==> src/fdiv_pkg.sv <==
// Shared types and constants for the binary32 divider.
package fdiv_pkg;

	localparam logic [31:0] QNAN_DEFAULT = 32'h7FC0_0000;
	localparam logic [31:0] QUIET_BIT = 32'h0040_0000;
	localparam logic [30:0] INF_MAG = 31'h7F80_0000;
	localparam int QUO_STEPS = 26;
	localparam int STEPS_PER_STAGE = 2;
	localparam int DIV_STAGES = QUO_STEPS / STEPS_PER_STAGE;

	// Per-item state carried through the division stages.
	typedef struct packed {
		logic        special;
		logic [31:0] special_bits;
		logic        sign;
		logic signed [10:0] exp;
		logic [24:0] rem;
		logic [23:0] sb;
		logic [26:0] q;
	} div_item_t;

	// Counts leading zeros of a 24-bit significand (for subnormal inputs).
	function automatic logic [4:0] lzc24(input logic [23:0] v);
		logic [4:0] n;
		logic       found;
		n = 5'd0;
		found = 1'b0;
		for (int i = 23; i >= 0; i--) begin
			if (!found && v[i]) begin
				found = 1'b1;
				n = 5'(23 - i);
			end
		end
		return n;
	endfunction

endpackage

==> src/float32_divider.sv <==
// Pipelined IEEE 754 binary32 divider with round to nearest even.
// Throughput: one beat per cycle while the output is not stalled; stage 1 unpacks
// and normalizes, thirteen stages each retire two quotient bits of the restoring
// division, then one stage rounds and packs and a final stage holds the output register.
// Reset (arst_n low, asynchronous) clears all valid bits; data needs no reset.
module float32_divider
	import fdiv_pkg::*;
(
	input  logic        clk,
	input  logic        arst_n,
	input  logic        s_tvalid,
	output logic        s_tready,
	input  logic [63:0] s_tdata,  // [31:0] dividend_bits, [63:32] divisor_bits
	output logic        m_tvalid,
	input  logic        m_tready,
	output logic [31:0] m_tdata   // [31:0] quotient_bits
);

	// The whole pipe advances together; a bubble at the output lets it move.
	logic advance;
	assign advance = !m_tvalid || m_tready;
	assign s_tready = advance;

	// Stage 1: special cases, normalization, first subtraction.
	logic [31:0] a, b;
	logic [7:0]  ea, eb;
	logic [22:0] fa, fb;
	logic [23:0] sa_raw, sb_raw, sa, sb;
	logic [4:0]  lza, lzb;
	logic signed [10:0] ua, ub, e0;
	logic        sgn, spec;
	logic [31:0] spec_bits;
	logic [24:0] rem0;
	div_item_t   item0;

	always_comb begin
		a = s_tdata[31:0];
		b = s_tdata[63:32];
		ea = a[30:23];
		eb = b[30:23];
		fa = a[22:0];
		fb = b[22:0];
		sgn = a[31] ^ b[31];
		spec = 1'b1;
		spec_bits = {sgn, 31'd0};
		if (ea == 8'hFF) begin
			if (fa != 23'd0) spec_bits = a | QUIET_BIT;
			else if (eb == 8'hFF) spec_bits = (fb != 23'd0) ? (b | QUIET_BIT) : QNAN_DEFAULT;
			else spec_bits = {sgn, INF_MAG};
		end else if (eb == 8'hFF) begin
			spec_bits = (fb != 23'd0) ? (b | QUIET_BIT) : {sgn, 31'd0};
		end else if (ea == 8'd0 && fa == 23'd0) begin
			spec_bits = (eb == 8'd0 && fb == 23'd0) ? QNAN_DEFAULT : {sgn, 31'd0};
		end else if (eb == 8'd0 && fb == 23'd0) begin
			spec_bits = {sgn, INF_MAG};
		end else begin
			spec = 1'b0;
		end
		sa_raw = {(ea != 8'd0), fa};
		sb_raw = {(eb != 8'd0), fb};
		lza = lzc24(sa_raw);
		lzb = lzc24(sb_raw);
		sa = sa_raw << lza;
		sb = sb_raw << lzb;
		ua = ((ea != 8'd0) ? (11'(ea) - 11'sd127) : -11'sd126) - 11'(lza);
		ub = ((eb != 8'd0) ? (11'(eb) - 11'sd127) : -11'sd126) - 11'(lzb);
		e0 = ua - ub + 11'sd127;
		if (sa < sb) begin
			rem0 = {sa, 1'b0} - {1'b0, sb};
			e0 = e0 - 11'sd1;
		end else begin
			rem0 = {1'b0, sa} - {1'b0, sb};
		end
		item0.special = spec;
		item0.special_bits = spec_bits;
		item0.sign = sgn;
		item0.exp = e0;
		item0.rem = rem0;
		item0.sb = sb;
		item0.q = 27'd1;
	end

	logic      v_s1;
	div_item_t d_s1;

	always_ff @(posedge clk or negedge arst_n) begin
		if (!arst_n) begin
			v_s1 <= 1'b0;
		end else if (advance) begin
			v_s1 <= s_tvalid;
		end
	end

	always_ff @(posedge clk) begin
		if (advance) begin
			d_s1 <= item0;
		end
	end

	// Division stages: each retires STEPS_PER_STAGE quotient bits.
	logic      v_div [DIV_STAGES+1];
	div_item_t d_div [DIV_STAGES+1];
	assign v_div[0] = v_s1;
	assign d_div[0] = d_s1;

	for (genvar g = 0; g < DIV_STAGES; g++) begin : g_div
		div_item_t nxt;
		always_comb begin
			logic [25:0] r2;
			nxt = d_div[g];
			for (int k = 0; k < STEPS_PER_STAGE; k++) begin
				r2 = {nxt.rem, 1'b0};
				nxt.q = {nxt.q[25:0], 1'b0};
				if (r2 >= {2'b00, nxt.sb}) begin
					r2 = r2 - {2'b00, nxt.sb};
					nxt.q[0] = 1'b1;
				end
				nxt.rem = r2[24:0];
			end
		end
		always_ff @(posedge clk or negedge arst_n) begin
			if (!arst_n) begin
				v_div[g+1] <= 1'b0;
			end else if (advance) begin
				v_div[g+1] <= v_div[g];
			end
		end
		always_ff @(posedge clk) begin
			if (advance) begin
				d_div[g+1] <= nxt;
			end
		end
	end

	// Rounding and packing. The rounded significand keeps one extra bit so a
	// carry out of the fraction bumps the exponent.
	div_item_t   fin;
	logic [26:0] qs, qd;
	logic signed [10:0] sh;
	logic [26:0] lost_mask;
	logic [24:0] qr;
	logic [2:0]  low3;
	logic [31:0] mag, packed_bits;

	always_comb begin
		fin = d_div[DIV_STAGES];
		qs = {fin.q[26:1], fin.q[0] | (fin.rem != 25'd0)};
		sh = 11'sd1 - fin.exp;
		qd = qs;
		lost_mask = 27'd0;
		if (fin.exp <= 11'sd0) begin
			if (sh > 11'sd26) begin
				qd = {26'd0, (qs != 27'd0)};
			end else begin
				lost_mask = (27'd1 << sh[4:0]) - 27'd1;
				qd = (qs >> sh[4:0]) | {26'd0, ((qs & lost_mask) != 27'd0)};
			end
		end
		low3 = qd[2:0];
		qr = {1'b0, qd[26:3]};
		if (low3 > 3'd4 || (low3 == 3'd4 && qd[3])) qr = qr + 25'd1;
		if (fin.exp <= 11'sd0) mag = {7'd0, qr};
		else mag = ({fin.exp[8:0] - 9'd1, 23'd0}) + {7'd0, qr};
		if (mag >= {1'b0, INF_MAG}) mag = {1'b0, INF_MAG};
		if (fin.exp >= 11'sd255) mag = {1'b0, INF_MAG};
		packed_bits = fin.special ? fin.special_bits : {fin.sign, mag[30:0]};
	end

	logic        v_s15;
	logic [31:0] r_s15;

	always_ff @(posedge clk or negedge arst_n) begin
		if (!arst_n) begin
			v_s15 <= 1'b0;
		end else if (advance) begin
			v_s15 <= v_div[DIV_STAGES];
		end
	end

	always_ff @(posedge clk) begin
		if (advance) begin
			r_s15 <= packed_bits;
		end
	end

	// Output register.
	always_ff @(posedge clk or negedge arst_n) begin
		if (!arst_n) begin
			m_tvalid <= 1'b0;
		end else if (advance) begin
			m_tvalid <= v_s15;
		end
	end

	always_ff @(posedge clk) begin
		if (advance) begin
			m_tdata <= r_s15;
		end
	end

endmodule

==> config.mk <==
export PLATFORM = sky130hd
export DESIGN_NAME = float32_divider
export DESIGN_NICKNAME = d
export VERILOG_FILES = /design/src/fdiv_pkg.sv /design/src/float32_divider.sv
export SDC_FILE = /design/constraint.sdc
export NUM_CORES = 2
export LEC_CHECK = 0
export ABC_AREA = 1
export ABC_CLOCK_PERIOD_IN_PS = 136400
export BUFFER_PORTS_ARGS = -buffer_cell sky130_fd_sc_hd__clkbuf_2
export CAP_MARGIN = 20
export CELL_PAD_IN_SITES_DETAIL_PLACEMENT = 0
export CELL_PAD_IN_SITES_GLOBAL_PLACEMENT = 1
export CORE_MARGIN = 1
export CORE_UTILIZATION = 54
export DETAILED_ROUTE_END_ITERATION = 10
export HOLD_SLACK_MARGIN = 0.05
export PLACE_DENSITY_LB_ADDON = 0.15
export SYNTH_ARGS = -nofsm -noshare
export SYNTH_HDL_FRONTEND = slang
export SYNTH_SLANG_ARGS = --single-unit
==> constraint.sdc <==
create_clock -name clk -period 136.4 [get_ports clk]
set_clock_uncertainty 0.1 [all_clocks]
set_input_delay 13.64 -clock clk [delete_from_list [all_inputs] [get_ports clk]]
set_output_delay 13.64 -clock clk [all_outputs]
set_load 0.02 [all_outputs]
==> results.toml <==
[status]
status = "complete, no violations"

[worst_setup_path]
r2r_start = "d_div[1237]$_DFFE_PP_"
worstPathArrival_ps = 14650
cp_max_fo = 33
crit_type = "in -> out"
crit_path_max_incr_delay_ps = 500
slowest_stage = "nand2_4"
crit_top_cell = "clkbuf_2"
crit_start = "m_tready"
worstSetupStartpointType = "input port"
crit_path_cell_trace = "clkbuf_2, inv_1, nand2_4, clkbuf_2"
cp.required_ps = 122660
end_kind = "primary output"

[route]
ant_nets = 0
drtIter0Drc = 5765
num_vias = 71472
wl_per_cell_um = 18.8
drt_wl_total_um = 242000
drc = 0
first_pass_iters = 6
viasPerCell = 5.54

[die]
core_sq_um = 174000
fp.dieW_um = 421
die_y_um = 421
die-area_sq_um = 177000
start_util_pct = 54.4
rows = 153
pin_count = 102

[cells_and_area]
n_antenna_cell = 0
num-fill-cells = 15176
drive_gt1_share_pct = 5.69
nets = 11224
area_growth_pct = 8.93
utilization_pct = 59.3

[placement]
gp_congestion = 0.925
place.detailed.hpwl_um = 191000
dp_slack_ps = 107980
port_buffers = 101

[clock_tree]
post_cts_buffers = 0
ctsHoldBuffers = 0
clockBufferDepth = 3
clock_latency_ps = 820
post_cts_resized = 0
ctsRootBufferMaster = "clkbuf_16"
clk_pin_slew_ps = 60
numCtsBuffers = 160
clock-sinks = 1554
cts_tree = "yes"
htree_levels = 4

[timing]
setup_violations = 0
period_share_pct = 20.8
slew_viol_final = 0
tns_ps = 0
hold_viol = 0
fin_ws_ps = 108010
period_needed_ps = 28390
max_freq_mhz = 35.2
rsz0062_at_grt = "false"
maxSlewHeadroom_pct = 17.7
timing.hold.ws_ps = 305
worst_pin_slew_ps = 1220

[synth]
seq_area_frac_synth_pct = 49.1
ys_seq_elements = 1554
synth_flop_cell = "edfxtp_1"
synth.avg_cell_area_sq_um = 9.19
yosys_warnings = 0
async_flop_share_pct = 1.03
syn-cell-area_sq_um = 94800
netlist_instances = 10311
synth_fp_nets = 11095
synth_edf_count = 1538
synth.distinct_cells = 70

[global_route]
first_global_vias = 68624
grt_pass1_wl_um = 377000
antenna_found_initial = 9
grt_overflow = 0
grt_max_degree = 198
track_usage_pct = 26.9

[min_path]
hp-start = "d_div[1664]$_DFFE_PP_"
hp-class = "reg -> reg"

[run]
maxCapViolCount = 0
-- worst paths after layout --
| path | cells past startpoint | slack, ps | endpoint |
|---|---|---|---|
| max in group asynchronous | 1 | 123230 | v_div[8]$_DFFE_PN0P_ |
| min | 0 | 300 | d_div[1543]$_DFFE_PP_ |
| min in group asynchronous | 1 | 12660 | v_div[4]$_DFFE_PN0P_ |
| min reg2reg | 0 | 300 | d_div[1543]$_DFFE_PP_ |
| max | 4 | 108010 | s_tready |
| max reg2reg | 30 | 128100 | d_div[1142]$_DFFE_PP_ |
-- placed cells by master, fill, tap and decap left out, drive strengths merged, types with 19 or more instances in the layout --
master / instances
o221ai: 19
nand2: 2426
xor2: 348
ha: 688
a21o: 33
nand3b: 25
nor4: 41
a211oi: 29
nor2: 558
edfxtp: 1538
clkinv: 63
nand4: 149
a21oi: 787
inv: 1249
xnor2: 261
or2: 87
fa: 28
buf: 68
nor3: 94
a31oi: 34
o22ai: 35
a21boi: 55
o31ai: 26
o21a: 20
bufinv: 19
o21bai: 44
o211ai: 50
o21ai: 846
clkbuf: 296
nand3: 536
-- cells by family (layout without fill, tap and decap cells) --
kind of cell | after synthesis | in the layout | share of synthesized area, %
simple gates | 3931 | 3931 | 17.5
compound gates | 2027 | 2027 | 11.8
flops | 1554 | 1554 | 49.1
buf+inv | 1445 | 1703 | 5.90
fa+ha+maj | 716 | 716 | 9.67
xor+xnor | 609 | 609 | 5.63
mux | 29 | 29 | 0.326
-- metal layers --
| layer | vias up | wire length, um | track usage (%) |
|---|---|---|---|
| li1 | 35860 | - | - |
| met1 | 33675 | 106000 | 35.2 |
| met2 | 1611 | 119000 | 46.5 |
| met3 | 324 | 10200 | 3.25 |
| met4 | 2 | 6940 | 8.27 |
| met5 | - | 13 | 0 |
-- flip-flops by register name, summed over array words and instances (netlist names) --
| register | count |
|---|---|
| d_div | 1474 |
| m_tdata | 32 |
| m_tvalid | 1 |
| r_s15 | 32 |
| v_div | 13 |
| v_s1 | 1 |
| v_s15 | 1 |
-- critical path: cells and delay by family --
kind	cells	cell delay, ps
and+or+nand+nor	1	500
buffers and inverters	3	430
-- Yosys cell counts, drive strengths merged (26+ instances only) --
cell / instances / area, sq um
o22ai: 35 / 238
nand3: 536 / 2710
or2: 87 / 544
a21o: 33 / 248
fa: 28 / 561
nor3: 94 / 470
nor2: 558 / 2180
a31oi: 34 / 213
o21ai: 846 / 4280
a21boi: 55 / 413
ha: 688 / 8610
clkbuf: 123 / 463
a21oi: 787 / 3940
nand2: 2426 / 9220
buf: 79 / 464
a211oi: 29 / 218
o31ai: 26 / 195
o211ai: 50 / 375
edfxtp: 1538 / 46200
o21bai: 44 / 334
xnor2: 261 / 2290
nand4: 149 / 932
xor2: 348 / 3050
nor4: 41 / 257
inv: 1236 / 4640
-- per-stage QoR --
stage	area, sq um	cells
2_1_floorplan	94800	10311
3_3_place_gp	97800	12600
5_1_grt	103000	12894
6_report	103000	12894
4_1_cts	103000	12891
3_5_place_dp	97800	12600
-- cell type report --
type                    instances  area (sq um)  area share [%]
clock buffers                 195          4180            4.04
multi-input cells            7312         42600            41.3
inverters                    1243          4670            4.52
flip-flops and latches       1554         46600            45.1
well taps                    2325          2910            2.82
clock inverters                96          1210            1.17
repair buffers                169          1070            1.03
Power is left out: the tool's default activity adds up to more than one toggle a clock period on the data nets, which glitch-free logic cannot reach.
